[config.mk]
export PLATFORM = sky130hd
export DESIGN_NAME = sdt_lane
export DESIGN_NICKNAME = d
export VERILOG_FILES = /design/src/design/sdt_pkg.sv /design/src/design/sdt_lane.sv
export SDC_FILE = /design/constraint.sdc
export NUM_CORES = 2
export LEC_CHECK = 0
export BUFFER_PORTS_ARGS = -buffer_cell sky130_fd_sc_hd__buf_2
export CAP_MARGIN = 5
export CORE_ASPECT_RATIO = 1.5
export CORE_MARGIN = 1.5
export CORE_UTILIZATION = 50
export DETAILED_ROUTE_END_ITERATION = 8
export PLACE_DENSITY = 0.65
export SYNTH_ARGS = -nofsm -noshare
export SYNTH_HDL_FRONTEND = slang
export SYNTH_SLANG_ARGS = --single-unit
[constraint.sdc]
create_clock -name clk -period 12.51 [get_ports clk]
set_input_delay 0 -clock clk [delete_from_list [all_inputs] [get_ports clk]]
set_output_delay 0 -clock clk [all_outputs]
set_load 0.02 [all_outputs]
[src/design/sdt_pkg.sv]
// ----------------------------------------------------------------------------
// sdt_pkg
// Shared types, widths and constants for the sigmoid neuron trainer.
// ----------------------------------------------------------------------------
package sdt_pkg;

  localparam int FEAT_W      = 16;
  localparam int WEIGHT_W    = 32;
  localparam int ACT_W       = 16;
  localparam int RATE_W      = 16;
  localparam int APB_W       = 32;
  localparam int ADDR_W      = 3;
  localparam int REG_IDX_W   = ADDR_W - 2;

  // lane product w * x, signed Q24.24
  localparam int PROD_W      = WEIGHT_W + FEAT_W + 1;
  // |z| below 8.0 in Q24.24
  localparam int ZMAG_W      = 27;
  // rate * |err|, then times g
  localparam int ERR_W       = ACT_W + 1;
  localparam int P1_W        = RATE_W + ERR_W;
  localparam int G_W         = ACT_W;
  localparam int P2_W        = P1_W + G_W;
  // step magnitude Q8.56 and rounded step Q8.16
  localparam int MAG_W       = 64;
  localparam int STEP_SHIFT  = 40;
  localparam int STEP_W      = MAG_W - STEP_SHIFT;
  localparam logic [MAG_W-1:0] ROUND_HALF = MAG_W'(64'h80_0000_0000);

  localparam logic [RATE_W-1:0]          RATE_RESET   = 16'd6554;
  localparam logic signed [WEIGHT_W-1:0] WEIGHT_RESET = 32'sd32768;
  localparam logic [ACT_W-1:0]           ACT_HALF     = 16'd32768;

  localparam logic [REG_IDX_W-1:0] REG_LEARNING_RATE = '0;

  typedef enum logic [3:0] {
    S_IDLE,
    S_MUL,
    S_SUM,
    S_ABS,
    S_IDX,
    S_LOOK,
    S_GRAD,
    S_SCALE,
    S_STEP,
    S_UPD,
    S_OUT
  } state_t;

  typedef struct packed {
    logic load;
    logic mul;
    logic scale;
    logic update;
    logic err_neg;
  } lane_ctrl_t;

  typedef struct packed {
    logic acc;
    logic mag;
    logic index;
    logic look;
  } merge_ctrl_t;

  // e^-t in Q0.32 for t in Q16.16; elaboration-time table build only
  function automatic logic [63:0] exp_neg_q32(input logic [63:0] t_q16);
    logic [63:0] one;
    logic [63:0] a;
    logic [63:0] a2;
    logic [63:0] a3;
    logic [63:0] a4;
    logic [63:0] e;
    one = 64'd1 << 32;
    a   = t_q16 << 8;
    a2  = (a * a) >> 32;
    a3  = (a2 * a) >> 32;
    a4  = (a3 * a) >> 32;
    e   = one - a + a2 / 64'd2 - a3 / 64'd6 + a4 / 64'd24;
    if (e > 64'hFFFF_FFFF) begin
      e = 64'hFFFF_FFFF;
    end
    for (int s = 0; s < 8; s++) begin
      e = (e * e + (64'd1 << 31)) >> 32;
    end
    return e;
  endfunction

endpackage

[src/design/sdt_lane.sv]
// ----------------------------------------------------------------------------
// sdt_lane
// One weight lane: holds a weight, forms w * x and applies the delta step.
// ----------------------------------------------------------------------------
module sdt_lane (
  input  logic                               clk,
  input  logic                               rst,
  input  sdt_pkg::lane_ctrl_t                ctrl,
  input  logic [sdt_pkg::FEAT_W-1:0]         feature,
  input  logic [sdt_pkg::P2_W-1:0]           scale,
  output logic signed [sdt_pkg::PROD_W-1:0]  prod,
  output logic signed [sdt_pkg::WEIGHT_W-1:0] weight
);
  import sdt_pkg::*;

  logic [FEAT_W-1:0]          x;
  logic [MAG_W-1:0]           mag;
  logic [MAG_W-1:0]           rounded;
  logic [STEP_W-1:0]          step_val;
  logic signed [WEIGHT_W+1:0] wide_w;
  logic signed [WEIGHT_W+1:0] wide_step;
  logic signed [WEIGHT_W+1:0] wide_new;
  logic signed [WEIGHT_W-1:0] weight_next;

  always_comb begin
    rounded   = mag + ROUND_HALF;
    step_val  = rounded[MAG_W-1:STEP_SHIFT];
    wide_w    = (WEIGHT_W+2)'(weight);
    wide_step = $signed({{(WEIGHT_W+2-STEP_W){1'b0}}, step_val});
    wide_new  = ctrl.err_neg ? wide_w - wide_step : wide_w + wide_step;
    if (wide_new[WEIGHT_W+1:WEIGHT_W-1] == 3'b000 ||
        wide_new[WEIGHT_W+1:WEIGHT_W-1] == 3'b111) begin
      weight_next = wide_new[WEIGHT_W-1:0];
    end else if (wide_new[WEIGHT_W+1]) begin
      weight_next = {1'b1, {(WEIGHT_W-1){1'b0}}};
    end else begin
      weight_next = {1'b0, {(WEIGHT_W-1){1'b1}}};
    end
  end

  always_ff @(posedge clk) begin
    if (rst) begin
      weight <= WEIGHT_RESET;
    end else if (ctrl.update) begin
      weight <= weight_next;
    end
  end

  always_ff @(posedge clk) begin
    if (ctrl.load) begin
      x <= feature;
    end
    if (ctrl.mul) begin
      prod <= weight * $signed({1'b0, x});
    end
    if (ctrl.scale) begin
      mag <= MAG_W'(scale) * MAG_W'(x);
    end
  end

endmodule

======== Word-level counts from Yosys, hierarchy flattened ========
Index checks and enable logic that the tools add are counted.
storage, ports and cells
  register bits after elaboration ......... 161
  latch bits .............................. 0
  RAM bits ................................ 0
  bits in read-only memories .............. 0
  output and inout bits ................... 81
  memories ................................ 0
operators by class
  add/sub/neg operators ................... 3
  $mul .................................... 2
  div/mod/pow operators ................... 0
  magnitude comparators ................... 0
  equal/unequal tests ..................... 1
  shifts and indexed selects .............. 0
  muxes and demuxes ....................... 3
  bitwise operators ....................... 0
  reductions and logical operators ........ 2
operator list
  cell                    number
  $add 64x40->64 const B  1
  $mul 49x16->64          1
  $mux 32                 2
  $mul 32x17->49          1
  $mux 34                 1
  $add 32x25->33          1
  $sub 32x25->33          1
  $eq 3x3->1 const B      1
  $logic_not 3->1         1
  $logic_or 1x1->1        1

======== Longest topological paths before layout ========
  word-level depth ........................ 6
  depth in mapped cells ................... 26

======== Least setup slack after synthesis ========
No wires, ideal clock.
  kind .................................... reg2reg
  start point ............................. register weight[9] (netlist bit)
  end point ............................... register prod[44] (netlist bit) (data pin)
  arrival ................................. 6522 ps
  data required time ...................... 12245 ps
  setup slack ............................. 5723 ps
  cell stages (with the launch flop) ...... 22
  path buffers ............................ 2
  clock period less this slack ............ 6787 ps
  cells stage by stage .................... dfxtp_1 -> clkbuf_1 -> clkbuf_1 -> nand2_1 -> fa_1 -> fa_1 -> fa_1 -> fa_1 -> inv_1 -> fa_1 -> inv_1 -> fa_1 -> inv_1 -> ha_1 -> nand2_1 -> a2111oi_0 -> o311ai_0 -> a211oi_1 -> o211ai_1 -> a2111oi_0 -> or4_1 -> nand3_1
on the way
  longest elaborated chain between the ends .. 1
RTL lines
  what                    RTL line        RTL
  start, declared         sdt_lane.sv:12  output logic signed [sdt_pkg::WEIGHT_W-1:0] weight
  start signal, assigned  sdt_lane.sv:45  weight <= weight_next;
  $mul 32x17->49          sdt_lane.sv:54  prod <= weight * $signed({1'b0, x});
  end signal, assigned    sdt_lane.sv:54
  end, declared           sdt_lane.sv:11  output logic signed [sdt_pkg::PROD_W-1:0] prod,
Every way passes these cells.
A chain may end at the register's enable or synchronous reset.

======== Worst setup path in the final report ========
  start point ............................. register x[9]
  end point ............................... register prod[48] (netlist bit) (data pin)
on the way
  longest elaborated chain between the ends .. 1
RTL lines
  what                    RTL line        RTL
  start, declared         sdt_lane.sv:16  logic [FEAT_W-1:0] x;
  start signal, assigned  sdt_lane.sv:51  x <= feature;
  $mul 32x17->49          sdt_lane.sv:54
Every way passes these cells.

==> reports/results.ini <==
[worst_setup_path]
cp-end-kind = flip-flop
reg2reg_depth = 23
crit_required_ns = 12.74
rrSetupSlack_ns = 4.03
r2r_end = prod[48]
cp.arrival_ns = 8.71
crit_fanout = 47
cp-start-kind = flip-flop
critPathLaunch = x[9]
rr_startpoint = x[9]
critPathKind = reg2reg

[die]
design.portCount = 153
rows = 140
coreArea_um2 = 97390
initial_core_util_pct = 50.62
fp.dieH_um = 387.6
fp.dieW_um = 259.4
dieArea_um2 = 100500

[clock_tree]
cts-buffers-inserted = 17
clkSinkCount = 122
htreeDepth = 4
cts_tree = yes
path_clk_slew_ns = 0.07
cts_buffer_depth = 2
clock_latency_ns = 0.49
clockRootBuffer = clkbuf_16

[routing]
vias = 37670
drtPass1Iterations = 5
viasPerCell = 5.492
antenna_left = 0
routed_wirelength_mm = 137.6
drtIter0Drc = 2162
drc_errors = 0
wire_per_inst_um = 20.07

[global_route]
overflow = 0
grt_use_total_pct = 28.53
grt_max_degree = 79
grt_pass1_wl_mm = 222.2
antenna_found_initial = 6
grt_pass1_vias = 41310

[finish]
layout-drive-gt1-share_pct = 5.806
nets = 7064
area_delta_synth_final_pct = 4.865
layout.cells.non_filler = 6859

[timing]
slew_violations = 0
slew_headroom_pct = 19.49
period_minus_slack_ns = 8.479
finalCritPeriodShare_pct = 67.77
rsz0062_at_grt = false
fin_skew_ns = 0.01666
tightest_slew_ns = 1.206
fmax_mhz = 117.9
fin_hold_ws_ns = 0.02414
final-hold-violation-count = 0
setup_viol = 0
finalSetupTns_ns = 0
layout_setup_ws_ns = 4.031

[logic_synthesis]
synthSimpleGateAreaFrac_pct = 16.14
yosys_warnings = 0
muxShareOfSynthArea_pct = 0.1827
synth_xor_area_share_pct = 2.482
ys_types = 86
synth_edf_count = 90
synth_area_um2 = 49300
synth_compound_area_share_pct = 7.128
synthCells = 5621
async_reset_ff_share_pct = 0
syn_area_per_cell_um2 = 8.772
ys.flop_type = edfxtp_1
synth_nets = 7118
ys_ff_latch = 122
yosys.area_share.adder_pct = 54.28
yosysSeqAreaShare_pct = 6.781
synth_top_family_by_area = adder cells

[placement]
placed_cells = 6809
hpwl_mm = 106.1
place_worst_setup_slack_ns = 4.013
io_buffers = 152
gp_congestion = 0.9027

[worst_hold_path]
min_from = ctrl[2]
worst_hold_path.endpoint = mag[56]
holdPathStages = 1
hp-class = in2reg

[flow_run]
cap_violations = 0

[outcome]
run_status = finished clean

sequential cells by signal, summed over array words and instances (netlist names):
signal and cells:
mag 25, prod 49, weight 32, x 16
stage by stage:
| stage | util (%) | instance area [µm²] |
|---|---|---|
| 2_1_floorplan | - | 49300 |
| 3_3_place_gp | 52.30 | 50940 |
| 3_5_place_dp | 52.30 | 50940 |
| 4_1_cts | 53.08 | 51700 |
| 5_1_grt | 53.08 | 51700 |
| 6_report | 53.09 | 51700 |
cells in the mapped netlist, drive strengths merged (52+ instances only):
library cell	instances	area share, %
o21ai	71	0.72
fa	1144	46
nand2	967	7.4
clkbuf	282	2.1
ha	281	7.1
xor2	52	0.92
inv	1399	11
and2	410	5.2
edfxtp	90	5.5
a21o	89	1.4
xnor2	85	1.5
a21oi	129	1.3
nor2	112	0.85
kinds of logic after synthesis:
logic type	after synthesis
flip-flops	122
multiplexers	9
adder cells (fa/ha/maj)	1456
AO/OA/AOI/OAI	499
buffers and inverters	1696
XOR/XNOR	138
AND/OR/NAND/NOR	1701
layer usage:
| layer | global-route usage, % | part of all wire [%] | up-vias |
|---|---|---|---|
| li1 | - | - | 16510 |
| met1 | 32.97 | 37 | 19580 |
| met2 | 51.89 | 53 | 1234 |
| met3 | 3.699 | 5.5 | 346 |
| met4 | 13.14 | 4.6 | 6 |
| met5 | 0 | 0.030 | - |
worst max path at each step:
stage                     to  slack [ns]
floorplan           prod[44]        5.72
global placement    prod[48]        4.09
detailed placement  prod[48]        4.01
CTS                 prod[48]        3.98
global route        prod[48]        3.60
finish              prod[48]        4.03
worst max-delay path: stages, from the launching register on:
cell and delay, ns:
edfxtp_1 0.32, buf_4 0.47, buf_4 0.69, nand2_1 0.16
fa_1 0.52, inv_1 0.05, fa_1 0.38, inv_1 0.08
fa_1 0.41, inv_1 0.09, fa_1 0.40, fa_1 0.51
inv_1 0.06, fa_1 0.47, inv_1 0.04, ha_1 0.33
nand2_1 0.10, a2111oi_0 0.77, o311ai_0 0.35, a211oi_1 0.50
o211ai_1 0.34, a2111oi_0 0.82, nor3_1 0.13, xnor2_1 0.16
what timing repair did:
action                                 CTS  global route
gates resized for setup                  0             0
endpoints found under the hold margin   22             0
hold buffers                            17             0
setup buffers                            0             0
area by class of cell:
type | instances | area [µm²]
multi-input cells | 3803 | 39570
fillers | 9298 | 45690
clock inverters | 10 | 73.82
inverters | 1399 | 5251
repair buffers | 224 | 1344
diodes | 1 | 2.502
flip-flops and latches | 122 | 3343
well taps | 1278 | 1599
clock buffers | 22 | 518.0
placed cells by master, fill, tap and decap left out, types with 70 or more instances in the layout:
cell type / count
xnor2_1: 85
ha_1: 281
a21oi_1: 129
buf_2: 152
and2_1: 410
edfxtp_1: 90
nand2_1: 967
a21o_1: 89
o21ai_0: 70
nor2_1: 112
fa_1: 1144
inv_1: 1398
Power is left out: the tool's default activity adds up to more than one toggle a clock period on the data nets, which glitch-free logic cannot reach.
