==> config.mk <==
export PLATFORM = sky130hd
export DESIGN_NAME = sdt_merge
export DESIGN_NICKNAME = d
export VERILOG_FILES = /design/src/design/sdt_pkg.sv /design/src/design/sdt_merge.sv
export SDC_FILE = /design/constraint.sdc
export NUM_CORES = 1
export LEC_CHECK = 0
export ABC_AREA = 0
export BUFFER_PORTS_ARGS = -buffer_cell sky130_fd_sc_hd__buf_2
export CORE_ASPECT_RATIO = 1.4
export CORE_MARGIN = 1.5
export CORE_UTILIZATION = 35
export CTS_CLUSTER_SIZE = 25
export DETAILED_ROUTE_END_ITERATION = 16
export PLACE_DENSITY = 0.56
export SETUP_SLACK_MARGIN = 0.02
export SLEW_MARGIN = 20
export SYNTH_ARGS = -nofsm -noshare
export SYNTH_HDL_FRONTEND = slang
export SYNTH_SLANG_ARGS = --single-unit
==> constraint.sdc <==
create_clock -name clk -period 4.1 [get_ports clk]
set_input_delay 0.205 -clock clk [delete_from_list [all_inputs] [get_ports clk]]
set_output_delay 0.205 -clock clk [all_outputs]
set_load 0.02 [all_outputs]
==> src/design/sdt_pkg.sv <==
// ----------------------------------------------------------------------------
// sdt_pkg
// Shared types, widths and constants for the sigmoid neuron trainer.
// ----------------------------------------------------------------------------
package sdt_pkg;

  localparam int FEAT_W      = 16;
  localparam int WEIGHT_W    = 32;
  localparam int ACT_W       = 16;
  localparam int RATE_W      = 16;
  localparam int APB_W       = 32;
  localparam int ADDR_W      = 3;
  localparam int REG_IDX_W   = ADDR_W - 2;

  // lane product w * x, signed Q24.24
  localparam int PROD_W      = WEIGHT_W + FEAT_W + 1;
  // |z| below 8.0 in Q24.24
  localparam int ZMAG_W      = 27;
  // rate * |err|, then times g
  localparam int ERR_W       = ACT_W + 1;
  localparam int P1_W        = RATE_W + ERR_W;
  localparam int G_W         = ACT_W;
  localparam int P2_W        = P1_W + G_W;
  // step magnitude Q8.56 and rounded step Q8.16
  localparam int MAG_W       = 64;
  localparam int STEP_SHIFT  = 40;
  localparam int STEP_W      = MAG_W - STEP_SHIFT;
  localparam logic [MAG_W-1:0] ROUND_HALF = MAG_W'(64'h80_0000_0000);

  localparam logic [RATE_W-1:0]          RATE_RESET   = 16'd6554;
  localparam logic signed [WEIGHT_W-1:0] WEIGHT_RESET = 32'sd32768;
  localparam logic [ACT_W-1:0]           ACT_HALF     = 16'd32768;

  localparam logic [REG_IDX_W-1:0] REG_LEARNING_RATE = '0;

  typedef enum logic [3:0] {
    S_IDLE,
    S_MUL,
    S_SUM,
    S_ABS,
    S_IDX,
    S_LOOK,
    S_GRAD,
    S_SCALE,
    S_STEP,
    S_UPD,
    S_OUT
  } state_t;

  typedef struct packed {
    logic load;
    logic mul;
    logic scale;
    logic update;
    logic err_neg;
  } lane_ctrl_t;

  typedef struct packed {
    logic acc;
    logic mag;
    logic index;
    logic look;
  } merge_ctrl_t;

  // e^-t in Q0.32 for t in Q16.16; elaboration-time table build only
  function automatic logic [63:0] exp_neg_q32(input logic [63:0] t_q16);
    logic [63:0] one;
    logic [63:0] a;
    logic [63:0] a2;
    logic [63:0] a3;
    logic [63:0] a4;
    logic [63:0] e;
    one = 64'd1 << 32;
    a   = t_q16 << 8;
    a2  = (a * a) >> 32;
    a3  = (a2 * a) >> 32;
    a4  = (a3 * a) >> 32;
    e   = one - a + a2 / 64'd2 - a3 / 64'd6 + a4 / 64'd24;
    if (e > 64'hFFFF_FFFF) begin
      e = 64'hFFFF_FFFF;
    end
    for (int s = 0; s < 8; s++) begin
      e = (e * e + (64'd1 << 31)) >> 32;
    end
    return e;
  endfunction

endpackage

==> src/design/sdt_merge.sv <==
// ----------------------------------------------------------------------------
// sdt_merge
// Sums the lane products into z and maps z through the sigmoid table.
// ----------------------------------------------------------------------------
module sdt_merge #(
  parameter int INPUT_COUNT     = 2,
  parameter int SIGMOID_ENTRIES = 256
) (
  input  logic                                           clk,
  input  logic                                           rst,
  input  sdt_pkg::merge_ctrl_t                           ctrl,
  input  logic [INPUT_COUNT-1:0][sdt_pkg::PROD_W-1:0]    prods,
  output logic                                           sum_last,
  output logic [sdt_pkg::ACT_W-1:0]                      activation
);
  import sdt_pkg::*;

  localparam int SUM_W   = PROD_W + $clog2(INPUT_COUNT);
  localparam int CNT_W   = (INPUT_COUNT > 1) ? $clog2(INPUT_COUNT) : 1;
  localparam int IDX_W   = $clog2(SIGMOID_ENTRIES);
  localparam int ENT_W   = $clog2(SIGMOID_ENTRIES + 1);
  localparam int IPROD_W = ZMAG_W + ENT_W;

  logic [ACT_W-1:0]        sig_rom [SIGMOID_ENTRIES];

  logic [CNT_W-1:0]        cnt;
  logic signed [PROD_W-1:0] sel;
  logic signed [SUM_W-1:0] acc;
  logic [SUM_W-1:0]        abs_full;
  logic                    neg;
  logic                    sat;
  logic [ZMAG_W-1:0]       zmag;
  logic [IPROD_W-1:0]      iprod;
  logic [IDX_W-1:0]        idx;
  logic [ACT_W-1:0]        entry;
  logic [ACT_W:0]          flipped;

  for (genvar k = 0; k < SIGMOID_ENTRIES; k++) begin : g_rom
    localparam logic [63:0] T   = (64'(k) * 64'd8 * 64'd65536) / 64'(SIGMOID_ENTRIES);
    localparam logic [63:0] DEN = (64'd1 << 32) + exp_neg_q32(T);
    localparam logic [63:0] V   = ((64'd1 << 48) + DEN / 64'd2) / DEN;
    assign sig_rom[k] = (V > 64'd65535) ? {ACT_W{1'b1}} : V[ACT_W-1:0];
  end

  always_comb begin
    sel = '0;
    for (int i = 0; i < INPUT_COUNT; i++) begin
      if (cnt == CNT_W'(i)) begin
        sel = prods[i];
      end
    end
    sum_last = (cnt == CNT_W'(INPUT_COUNT - 1));
    abs_full = acc[SUM_W-1] ? SUM_W'(-acc) : SUM_W'(acc);
    iprod    = IPROD_W'(zmag) * IPROD_W'(SIGMOID_ENTRIES);
    entry    = sig_rom[idx];
    flipped  = {1'b1, {ACT_W{1'b0}}} - {1'b0, entry};
  end

  always_ff @(posedge clk) begin
    if (rst) begin
      cnt <= '0;
    end else if (ctrl.acc) begin
      cnt <= sum_last ? '0 : cnt + CNT_W'(1);
    end
  end

  always_ff @(posedge clk) begin
    if (ctrl.acc) begin
      acc <= (cnt == '0) ? SUM_W'(sel) : acc + SUM_W'(sel);
    end
    if (ctrl.mag) begin
      neg  <= acc[SUM_W-1];
      sat  <= |abs_full[SUM_W-1:ZMAG_W];
      zmag <= abs_full[ZMAG_W-1:0];
    end
    if (ctrl.index) begin
      idx <= sat ? IDX_W'(SIGMOID_ENTRIES - 1) : iprod[ZMAG_W +: IDX_W];
    end
    if (ctrl.look) begin
      activation <= neg ? flipped[ACT_W-1:0] : entry;
    end
  end

endmodule

Word-level counts from Yosys, hierarchy flattened
Memories as Yosys holds them, arrays and structs flattened.
Cells that the tools add are included.
{"block": "totals", "memories": 1, "wordCells": 22, "output_inout_bits": 17, "reg_bits": 104, "rom_bits": 4096}
{"memory": "(no name shown)", "depth": 256, "word_bits": 16, "read_ports": 1, "rd_clocked_by_memory_dff": 0, "wr": 0, "line": "sdt_merge.sv:55", "text": "entry = sig_rom[idx];"}
{"block": "classes", "n_mux": 7, "reduce_logical": 1, "add_sub_neg": 4, "n_lt_le_gt_ge": 1, "bitwise": 1}
{"op": "50-bit two-way mux", "count": 2}
{"op": "50-bit by 49-bit adder with 50-bit output", "count": 1}
{"op": "50-bit negation", "count": 1}
{"op": "49-bit two-way mux", "count": 1}
{"op": "16-bit two-way mux", "count": 3}
{"op": "23-bit OR reduction", "count": 1}
{"op": "1-bit by 16-bit subtractor with 16-bit output, first input constant", "count": 1}
{"op": "9-bit greater-or-equal comparator, second input constant", "count": 1}
{"op": "8-bit NOT with 9-bit output", "count": 1}
{"op": "1-bit adder, second input constant", "count": 1}
{"op": "1-bit two-way mux", "count": 1}

Logic depth before layout (Yosys ltp)
Gate-level depths: netlist of the first run.
{"block": "depth", "depth_word": 6, "mapped_depth": 18}

Worst setup path after synthesis of the first run
No wires, ideal clock.
{"block": "synth_timing", "path_kind": "reg-to-reg", "start": "reg cnt (netlist: sum_last)", "end": "reg acc[48], data pin", "arrival_time_ns": 4.315, "path_stages_with_launch": 18, "setup_slack_ns": -0.470, "period_less_slack_ns": 4.570, "path_cell_list": "dfxtp_1 > clkbuf_1 > clkbuf_1 > buf_1 > clkbuf_1 > nand2_1 > nand2_1 > ha_1 > fa_1 > a21o_1 > a221oi_1 > a221oi_1 > nor2_1 > o311ai_2 > nand4_1 > a2111oi_0 > o31ai_1 > a31o_1"}
{"block": "synth_via", "elab_chain_cells": 3}
{"item": "from (decl)", "line": "sdt_merge.sv:26", "text": "logic [CNT_W-1:0] cnt;"}
{"item": "from (signal assigned)", "line": "sdt_merge.sv:63", "text": "cnt <= sum_last ? '0 : cnt + CNT_W'(1);"}
{"item": "49-bit two-way mux", "line": "sdt_merge.sv:48", "text": "if (cnt == CNT_W'(i)) begin"}
{"item": "50-bit by 49-bit adder with 50-bit output", "line": "sdt_merge.sv:69", "text": "acc <= (cnt == '0) ? SUM_W'(sel) : acc + SUM_W'(sel);"}
{"item": "50-bit two-way mux (*)", "line": "sdt_merge.sv:69"}
{"item": "to (signal assigned)", "line": "sdt_merge.sv:69"}
{"item": "to (decl)", "line": "sdt_merge.sv:28", "text": "logic signed [SUM_W-1:0] acc;"}
Mark *: on every way between the ends. The rest lies on a longest branch, timed or not.
A chain may end at the register's enable or synchronous reset.

Worst setup path after layout of the first run
{"block": "layout_timing", "start": "reg idx[0]", "end": "reg activation[14] (netlist name), data pin"}
{"block": "layout_via", "elab_chain_cells": 6}
{"item": "from (decl)", "line": "sdt_merge.sv:34", "text": "logic [IDX_W-1:0] idx;"}
{"item": "from (signal assigned)", "line": "sdt_merge.sv:77", "text": "idx <= sat ? IDX_W'(SIGMOID_ENTRIES - 1) : iprod[ZMAG_W +: IDX_W];"}
{"item": "8-bit NOT with 9-bit output (not written as such) (*)", "line": "sdt_merge.sv:55"}
{"item": "memory read 256 x 16 bit (*)"}
{"item": "16-bit two-way mux (not written as such) (*) (2 in series)", "line": "sdt_merge.sv:55"}
{"item": "1-bit by 16-bit subtractor with 16-bit output", "line": "sdt_merge.sv:56", "text": "flipped = {1'b1, {ACT_W{1'b0}}} - {1'b0, entry};"}
{"item": "16-bit two-way mux (*)", "line": "sdt_merge.sv:80", "text": "activation <= neg ? flipped[ACT_W-1:0] : entry;"}
{"item": "to (signal assigned)", "line": "sdt_merge.sv:80"}
{"item": "to (decl)", "line": "sdt_merge.sv:14", "text": "output logic [sdt_pkg::ACT_W-1:0] activation"}
Mark *: on every way between the ends. The rest lies on a longest branch, timed or not. The select of a mux whose other input is x is not followed.

==> results_dict.tcl, run 1 <==
set metrics [dict create \
    hold_end "sum_last" \
    clk_path_buf_depth 2 \
    worstPathArrival_ns 3.94 \
    start_kind "flop" \
    io_buffer_count 120 \
    syn_inst 1386 \
    worstReg2RegStart "idx[0]" \
    ys_ff_latch 85 \
    ys_async_sr_fraction_pct 0 \
    synth.cell_area_um2 10900 \
    intPower_mw 2.20 \
    hold_path.class "primary input to flop" \
    die_x_um 152 \
    crit_type "flop to flop" \
    power_density_nw_per_um2 282 \
    reg2regPathDepth 13 \
    vias_per_cell 6.21 \
    min_from "rst" \
    tightestPinTransition_ns 0.869 \
    drive_gt1_share_pct 19.0 \
    dieArea_um2 32300 \
    finalSetupViolations 0 \
    maxCapViolCount 0 \
    clkPwrFrac_pct 25.2 \
    overflow 0 \
    synth_top_area_cell "edfxtp_1" \
    slew_headroom_pct 41.9 \
    start_util_pct 35.5 \
    r2r_slack_ns 0.27 \
    layout_common_cells "nand2_1, buf_2, a21oi_1" \
    groute.usage.overall_pct 26.2 \
    synth_sequential_area_ratio_pct 23.3 \
    critPathMaxFanout 11 \
    grt_pass1_vias 11500 \
    mostFrequentLayoutCell "nand2_1" \
    wire_per_inst_um 22.6 \
    grt_max_degree 67 \
    root_buffer "clkbuf_16" \
    synth_edf_count 84 \
    place.gp.congestion 1.02 \
    rsz0062_at_grt "no" \
    leakage_nw 5.01 \
    die_h_um 212 \
    comb_power_share_pct 40.9 \
    cts_tree "yes" \
    grt_pass1_wl_um 65400 \
    antenna_found_initial 0 \
    holdPathStages 2 \
    required_ns 4.21 \
    yosysUniqueCellTypes 88 \
    yosys_warnings 0 \
    fill_cells 3175 \
    hpwl_um 32400 \
    final_antenna_net_count 0 \
    power_switching_mw 1.33 \
    fmax_ghz 0.261 \
    vias 11700 \
    io_pins 121 \
    diodes 0 \
    outcome "finished clean" \
    period_share_pct 93.4 \
    cts.clk_slew.worst_paths_ns 0.07 \
    synth_area_leaders "edfxtp_1, ha_1, nand2_1" \
    finalWirelength_um 42500 \
    final_cells 1884 \
    placementRows 76 \
    layout.nets 1667 \
    hold_violations 0 \
    max-vdd-ir-drop_mv 0.245 \
    ys.flop_type "edfxtp_1" \
    final_period_minus_worst_setup_slack_ns 3.83 \
    coreArea_um2 30700 \
    drc 0 \
    hold_buffers 0 \
    regToRegEndpoint "activation[14]" \
    synth_area_per_cell_um2 7.87 \
    dr.pass1.iters 5 \
    place_inst 1867 \
    synth_top_area_share_pct 23.1 \
    drtIter0Drc 1020 \
    fin_tns_setup_ns 0 \
    cts_max_level 3 \
    cts_num_sinks 85 \
    endpoint_kind "flop" \
    seqPwrFrac_pct 34.0 \
    p_sw_share_pct 37.6 \
    synth_nets 1564 \
    syn2layout_area_growth_pct 14.7 \
    clkLatencyLatePin_ns 0.37 \
    clock_skew_ns 0.0143 \
    slew_violations 0 \
    numCtsBuffers 9 \
]
-- per-stage QoR --
step           power, mW  hold slack, ns  setup WS [ns]  area, um^2  util [%]
2_1_floorplan       2.25           0.277         0.0351       10900         -
3_3_place_gp        2.63           0.450          0.181       12200      39.7
3_5_place_dp        2.64           0.451          0.226       12200      39.7
4_1_cts             3.55          0.0488          0.220       12500      40.7
5_1_grt             3.76          0.0479         0.0346       12500      40.7
6_report            3.52          0.0460          0.269       12500      40.7
-- flip-flops by register name, indices dropped and copies added (netlist names) --
| register | count |
|---|---|
| zmag | 8 |
| sum_last | 1 |
| idx | 8 |
| activation | 16 |
| neg | 1 |
| sat | 1 |
| acc | 50 |
-- power by group through the flow --
stage	registers [mW]	clock network [mW]	logic (mW)
floorplan	1.19	0	1.06
global placement	1.22	0	1.42
detailed placement	1.22	0	1.42
CTS	1.20	0.916	1.43
global route	1.22	0.948	1.59
finish	1.20	0.887	1.44
-- cells by family after synthesis --
family,after synthesis,synth area share [%]
muxes,52,5.71
xor gates and xnor gates,63,5.06
AOI/OAI and AO/OA,488,30.3
adders and majority gates,74,8.55
DFF,85,23.3
and+or+nand+nor,488,22.1
buffers and inverters,136,5.00
-- area by class of cell --
| cell class | count | area, um^2 | area share, % |
|---|---|---|---|
| Sequential cell | 85 | 2550 | 20.4 |
| Tap cell | 390 | 488 | 3.90 |
| Clock buffer | 9 | 225 | 1.80 |
| Timing Repair Buffer | 193 | 1200 | 9.58 |
| Multi-Input combinational cell | 1165 | 7840 | 62.7 |
| Inverter | 35 | 131 | 1.05 |
| Clock inverter | 7 | 81.3 | 0.650 |
-- worst max-delay path, stage by stage, from the launching register on --
cell and delay, ns:
edfxtp_1 0.36, inv_1 0.06, ha_1 0.57, or2_1 0.37, and3_1 0.24, o31ai_1 0.07, a2111oi_1 0.65, o41ai_1 0.15
buf_4 0.17, nand4b_1 0.23, nor4_1 0.24, buf_4 0.19, a31oi_1 0.09, xor2_1 0.17
-- synth_stat cells, drive strengths merged (21+ instances only) --
library cell / count
nand2: 172
a21oi: 114
o21ai: 101
edfxtp: 84
nor2: 82
ha: 73
clkbuf: 68
mux2: 42
a21o: 40
nand3: 37
xnor2: 37
inv: 34
buf: 33
nor3: 33
a211oi: 26
xor2: 26
nand2b: 25
nor2b: 21
-- worst max-delay path by stage --
| stage | start | slack [ns] | cells after the start | end |
|---|---|---|---|---|
| 3_3_place_gp | idx[0] | 0.18 | 13 | activation[12] |
| 5_1_grt | idx[0] | 0.03 | 15 | activation[14] |
| 2_1_floorplan | sum_last | 0.04 | 17 | acc[48] |
| 4_1_cts | idx[0] | 0.22 | 13 | activation[14] |
| 3_5_place_dp | sum_last | 0.23 | 14 | acc[48] |
| 6_report | idx[0] | 0.27 | 13 | activation[14] |
-- timing repair --
item	in CTS	in global routing
setup buffers	0	1
setup endpoints to repair	0	8
endpoints found under the hold margin	0	0
resized for setup	0	2
-- per-layer routing --
| metal | GRT usage [%] | share of wire, % | wire [um] | up-vias |
|---|---|---|---|---|
| li1 | - | - | - | 5511 |
| met1 | 28.8 | 38 | 16000 | 5477 |
| met2 | 46.0 | 49 | 21000 | 552 |
| met3 | 4.38 | 6.0 | 2560 | 166 |
| met4 | 18.0 | 6.9 | 2920 | 0 |
| met5 | 0 | 0 | 0 | - |
Power figures use the tool's default switching activity.
==> inputs of run 2 (changes only) <==
ABC_CLOCK_PERIOD_IN_PS = 4100   (was unset)
GPL_TIMING_DRIVEN = 0   (was unset)
==> results_dict.tcl, run 2 (synthesized netlist as in run 1, its figures left out) <==
set metrics [dict create \
    outcome "finished clean" \
    vias_per_cell 6.59 \
    cts_num_sinks 85 \
    top_regs "acc: 50 flops, activation: 16 flops" \
    place_inst 1897 \
    cts_max_level 3 \
    fin_tns_setup_ns 0 \
    grt_max_degree 52 \
    placementRows 76 \
    antenna_found_initial 0 \
    r2r_slack_ns 0.04 \
    place.gp.congestion 1.07 \
    regToRegEndpoint "activation[14]" \
    hold_violations 0 \
    intPower_mw 2.36 \
    worstReg2RegStart "idx[0]" \
    io_pins 121 \
    drive_gt1_share_pct 23.1 \
    holdPathStages 3 \
    mostFrequentLayoutCell "nand2_1" \
    max-vdd-ir-drop_mv 0.221 \
    power_density_nw_per_um2 283 \
    grt-busiest-layer "met2" \
    p_sw_share_pct 37.0 \
    clk_path_buf_depth 2 \
    wire_per_inst_um 30.4 \
    grt_pass1_wl_um 85200 \
    whs_ns 0.115 \
    fmax_ghz 0.246 \
    slew_violations 0 \
    power_switching_mw 1.39 \
    crit_type "flop to flop" \
    cts_tree "yes" \
    clock_skew_ns 0.00971 \
    slew_headroom_pct 26.9 \
    leakage_nw 5.17 \
    layout_common_cells "nand2_1, buf_2, a21oi_1" \
    dieArea_um2 32300 \
    die_x_um 152 \
    period_share_pct 99.0 \
    finalSetupViolations 0 \
    hpwl_um 44000 \
    start_kind "flop" \
    final_antenna_net_count 0 \
    finalInstanceArea_um2 13200 \
    coreArea_um2 30700 \
    syn2layout_area_growth_pct 21.3 \
    startpoint "idx[0]" \
    seqPwrFrac_pct 31.7 \
    placed_cell_area_um2 12000 \
    worstPathArrival_ns 4.16 \
    final_period_minus_worst_setup_slack_ns 4.06 \
    grt_util_met3_pct 8.47 \
    pre_cts_ws_ns -2.16 \
    vias 12800 \
    drc 0 \
    start_util_pct 35.5 \
    endpoint_kind "flop" \
    dr.pass1.iters 7 \
    finish.utilization_pct 43.1 \
    grt_pass1_vias 12700 \
    overflow 0 \
    setup_slack_ns 0.0407 \
    hold_end "acc[0]" \
    gr-usage-met2_pct 63.6 \
    tightestPinTransition_ns 1.07 \
    layout.nets 1722 \
    top_register "acc" \
    die_h_um 212 \
    rsz0062_at_grt "yes" \
    root_buffer "clkbuf_16" \
    maxCapViolCount 0 \
    required_ns 4.20 \
    largest_reg_flops 50 \
    min_from "prods[0]" \
    critPathMaxFanout 10 \
    clkLatencyLatePin_ns 0.37 \
    comb_power_share_pct 42.2 \
    io_buffer_count 120 \
    clkPwrFrac_pct 26.2 \
    numCtsBuffers 9 \
    drtIter0Drc 1541 \
    power_mw 3.74 \
    final_cells 1939 \
    finalWirelength_um 58900 \
    hold_path.class "primary input to flop" \
    grtUsageMet1_pct 36.8 \
    cts.clk_slew.worst_paths_ns 0.07 \
    reg2regPathDepth 15 \
    groute.usage.overall_pct 36.4 \
    diodes 0 \
]
run 2: cell type report:
class | count | area (um^2)
clock inverters | 6 | 111
fillers | 3172 | 17500
plain buffers | 95 | 566
inverters | 35 | 151
flip-flops and latches | 85 | 2540
clock buffers | 10 | 229
multi-input cells | 1165 | 8280
well taps | 390 | 488
repair buffers | 153 | 867
run 2: metal layers:
metal | vias up | wire (um) | part of all wire, %
li1 | 5616 | - | -
met1 | 6090 | 19900 | 34
met2 | 793 | 28900 | 49
met3 | 272 | 4610 | 7.8
met4 | 0 | 5510 | 9.4
met5 | - | 0 | 0
run 2: how the worst max path moves through the flow:
| stage | end | slack (ns) | cells after the start |
|---|---|---|---|
| floorplan | acc[48] | 0.04 | 17 |
| global placement | activation[14] | -3.10 | 13 |
| detailed placement | activation[14] | -2.16 | 15 |
| CTS | activation[14] | 0.003 | 15 |
| global route | activation[12] | 0.01 | 17 |
| finish | activation[14] | 0.04 | 15 |
run 2: power groups by stage:
stage / clock, mW / combinational (mW) / sequential (mW)
finish: 0.979 / 1.58 / 1.19
global route: 1.02 / 1.74 / 1.20
CTS: 1.00 / 1.54 / 1.18
detailed placement: 0 / 1.46 / 1.20
global placement: 0 / 1.44 / 1.20
floorplan: 0 / 1.06 / 1.19
run 2: critical path: stages (launching register included):
cell,delay (ns)
edfxtp_1,0.39
buf_2,0.29
inv_4,0.12
ha_4,0.35
or2_4,0.27
nand2_1,0.10
o211ai_1,0.33
o311a_1,0.26
a211oi_1,0.10
a311o_2,0.49
inv_1,0.09
ha_2,0.16
inv_1,0.08
nor4_4,0.40
a31oi_1,0.15
xor2_1,0.18
run 2: what timing repair did:
| action | 4_1_cts | 5_1_grt |
|---|---|---|
| setup buffers | 15 | 16 |
| hold buffers | 1 | 0 |
| cloned | 0 | 0 |
| pin swaps | 11 | 20 |
| gates resized for setup | 95 | 90 |
| endpoints found under the hold margin | 1 | 0 |
| endpoints found under the setup margin | 52 | 29 |
==> inputs of run 3 (changes only) <==
ABC_AREA = 1   (was 0)
CORE_UTILIZATION = 46   (was 35)
PLACE_DENSITY = 0.69   (was 0.56)
==> results_dict.tcl, run 3 <==
set metrics [dict create \
    outcome "finished clean" \
    yosysMostFrequentCell "nand2_1" \
    groute.usage.overall_pct 47.6 \
    synthTopCellsByCount "nand2_1, nor2_1, nand3_1" \
    antenna_found_initial 7 \
    yosys_warnings 0 \
    worstReg2RegStart "sum_last" \
    top_register "acc" \
    regToRegEndpoint "acc[42]" \
    die_x_um 141 \
    startpoint "sum_last" \
    layout.nets 2430 \
    power_density_nw_per_um2 271 \
    hold_violations 0 \
    fill_cells 2732 \
    syn_inst 2111 \
    coreArea_um2 26200 \
    ys.flop_type "edfxtp_1" \
    dieArea_um2 27700 \
    dr.pass1.iters 7 \
    start_util_pct 46.9 \
    multi_input_area_um2 8570 \
    grt_pass1_vias 16000 \
    wire_per_inst_um 25.4 \
    whs_ns 0.128 \
    grt_max_degree 52 \
    numCtsBuffers 9 \
    start_kind "flop" \
    fin_tns_setup_ns 0 \
    grt_pass1_wl_um 95900 \
    synth.cell_area_um2 12300 \
    synth_edf_count 84 \
    ys_async_sr_fraction_pct 0 \
    synth_top_area_cell "nand2_1" \
    drc 0 \
    crit_path_end "acc[42]" \
    placementRows 70 \
    root_buffer "clkbuf_16" \
    cts_max_level 3 \
    comb_power_share_pct 46.3 \
    hold_path.class "primary input to flop" \
    power_switching_mw 1.68 \
    final_period_minus_worst_setup_slack_ns 3.98 \
    clkLatencyLatePin_ns 0.37 \
    synth_area_leaders "nand2_1, edfxtp_1, nand3_1" \
    fmax_ghz 0.251 \
    finalSetupViolations 0 \
    finish.utilization_pct 52.3 \
    clk_path_buf_depth 2 \
    vias 16300 \
    critPathMaxFanout 10 \
    cts_tree "yes" \
    seqPwrFrac_pct 31.3 \
    maxCapViolCount 0 \
    slew_violations 0 \
    drive_gt1_share_pct 11.3 \
    finalWirelength_um 65600 \
    leakage_nw 6.58 \
    intPower_mw 2.04 \
    cts_num_sinks 85 \
    layout_common_cells "nand2_1, nor2_1, nand3_1" \
    synth_top_area_share_pct 21.6 \
    endpoint_kind "flop" \
    r2r_slack_ns 0.12 \
    io_buffer_count 120 \
    pre_cts_ws_ns -0.711 \
    ys_ff_latch 85 \
    reg2regPathDepth 17 \
    slew_headroom_pct 38.0 \
    final_antenna_net_count 0 \
    synth_area_per_cell_um2 5.82 \
    worstPathArrival_ns 4.11 \
    setup_slack_ns 0.118 \
    seqCellArea_um2 2540 \
    p_sw_share_pct 45.2 \
    required_ns 4.22 \
    top_regs "acc: 50 flops, activation: 16 flops" \
    synth_nets 2289 \
    yosysUniqueCellTypes 47 \
    overflow 0 \
    largest_reg_flops 50 \
    mostFrequentLayoutCell "nand2_1" \
    hpwl_um 49800 \
    vias_per_cell 6.31 \
    drtIter0Drc 1908 \
    die_h_um 196 \
    synth_sequential_area_ratio_pct 20.7 \
    syn2layout_area_growth_pct 11.5 \
    crit_type "flop to flop" \
    period_share_pct 97.1 \
    io_pins 121 \
    rsz0062_at_grt "no" \
    clock_skew_ns 0.00931 \
    clkPwrFrac_pct 22.4 \
    cts.clk_slew.worst_paths_ns 0.07 \
    tightestPinTransition_ns 0.930 \
    max-vdd-ir-drop_mv 0.217 \
    place.gp.congestion 1.13 \
]
run 3: cell types whose count changed after synthesis, sizes merged, moves of 25 or more:
cell / before / now
nand3: 37 / 224
a21o: 40 / 11
clkbuf: 68 / 23
nor2: 82 / 251
o21ai: 101 / 157
nand2b: 25 / 0
a211oi: 26 / 1
mux2: 42 / 0
nand2: 172 / 722
inv: 34 / 215
run 3: worst min-delay path by stage:
stage               slack [ns]  cells past startpoint       end      start
floorplan                 0.28                      1  sum_last        rst
global placement          0.36                      2  sum_last        rst
detailed placement        0.36                      2  sum_last        rst
CTS                       0.13                      3   acc[46]  prods[46]
global route              0.16                      3   acc[22]  prods[22]
finish                    0.13                      3   acc[46]  prods[46]
run 3: final cells by class:
cell class,instances,area share (%)
Clock buffer,9,1.64
Clock inverter,7,0.356
Multi-Input combinational cell,1741,62.5
Buffer,67,2.94
Inverter,218,6.02
Tap cell,324,2.96
Timing Repair Buffer,130,4.97
Antenna cell,3,0.0548
Sequential cell,85,18.5
run 3: routing by layer:
layer	vias up	global-route usage, %	share of wire [%]
li1	7261	-	-
met1	7329	45.1	31
met2	1209	79.8	46
met3	508	13.7	9.9
met4	8	49.2	13
met5	-	0	0.087
run 3: kinds of logic after synthesis:
| logic type | count (synthesis) | synth area share [%] |
|---|---|---|
| AND/OR/NAND/NOR | 1293 | 44.4 |
| AO/OA/AOI/OAI | 337 | 14.8 |
| buffers and inverters | 285 | 9.83 |
| flip-flops | 85 | 20.7 |
| adder cells (fa/ha/maj) | 74 | 7.60 |
| XOR/XNOR | 37 | 2.64 |
run 3: repair_timing:
| item | 4_1_cts | 5_1_grt |
|---|---|---|
| hold buffers | 1 | 0 |
| buffers inserted | 4 | 5 |
| pin swaps | 0 | 1 |
| endpoints found under the hold margin | 1 | 0 |
| resized for setup | 12 | 14 |
| endpoints found under the setup margin | 26 | 42 |
run 3: critical path: stages (launching register included):
cell and delay, ns:
dfxtp_1 0.33, clkbuf_2 0.21, clkbuf_4 0.27, clkbuf_2 0.31
nand2_1 0.08, o21ai_0 0.17, ha_1 0.37, nand2_1 0.08
nand2_1 0.07, a31oi_1 0.40, o21ai_0 0.20, a21oi_1 0.18
nand3_1 0.37, nand2_1 0.17, nand3_1 0.11, or2_2 0.28
nand3_1 0.08, nand2_1 0.06
run 3: metrics by stage:
| stage | power, mW | instances | area (um^2) |
|---|---|---|---|
| CTS | 3.61 | 2576 | 13600 |
| global placement | 2.76 | 2555 | 13300 |
| global route | 3.89 | 2581 | 13700 |
| finish | 3.72 | 2584 | 13700 |
| floorplan | 2.28 | 2111 | 12300 |
| detailed placement | 2.80 | 2555 | 13300 |
run 3: power by group through the flow:
| stage | clock [mW] | combinational [mW] | sequential, mW |
|---|---|---|---|
| final | 0.833 | 1.72 | 1.17 |
| after global routing | 0.838 | 1.88 | 1.17 |
| after CTS | 0.814 | 1.64 | 1.16 |
| after detailed placement | 0 | 1.62 | 1.18 |
| after global placement | 0 | 1.58 | 1.17 |
| after floorplan | 0 | 1.12 | 1.16 |
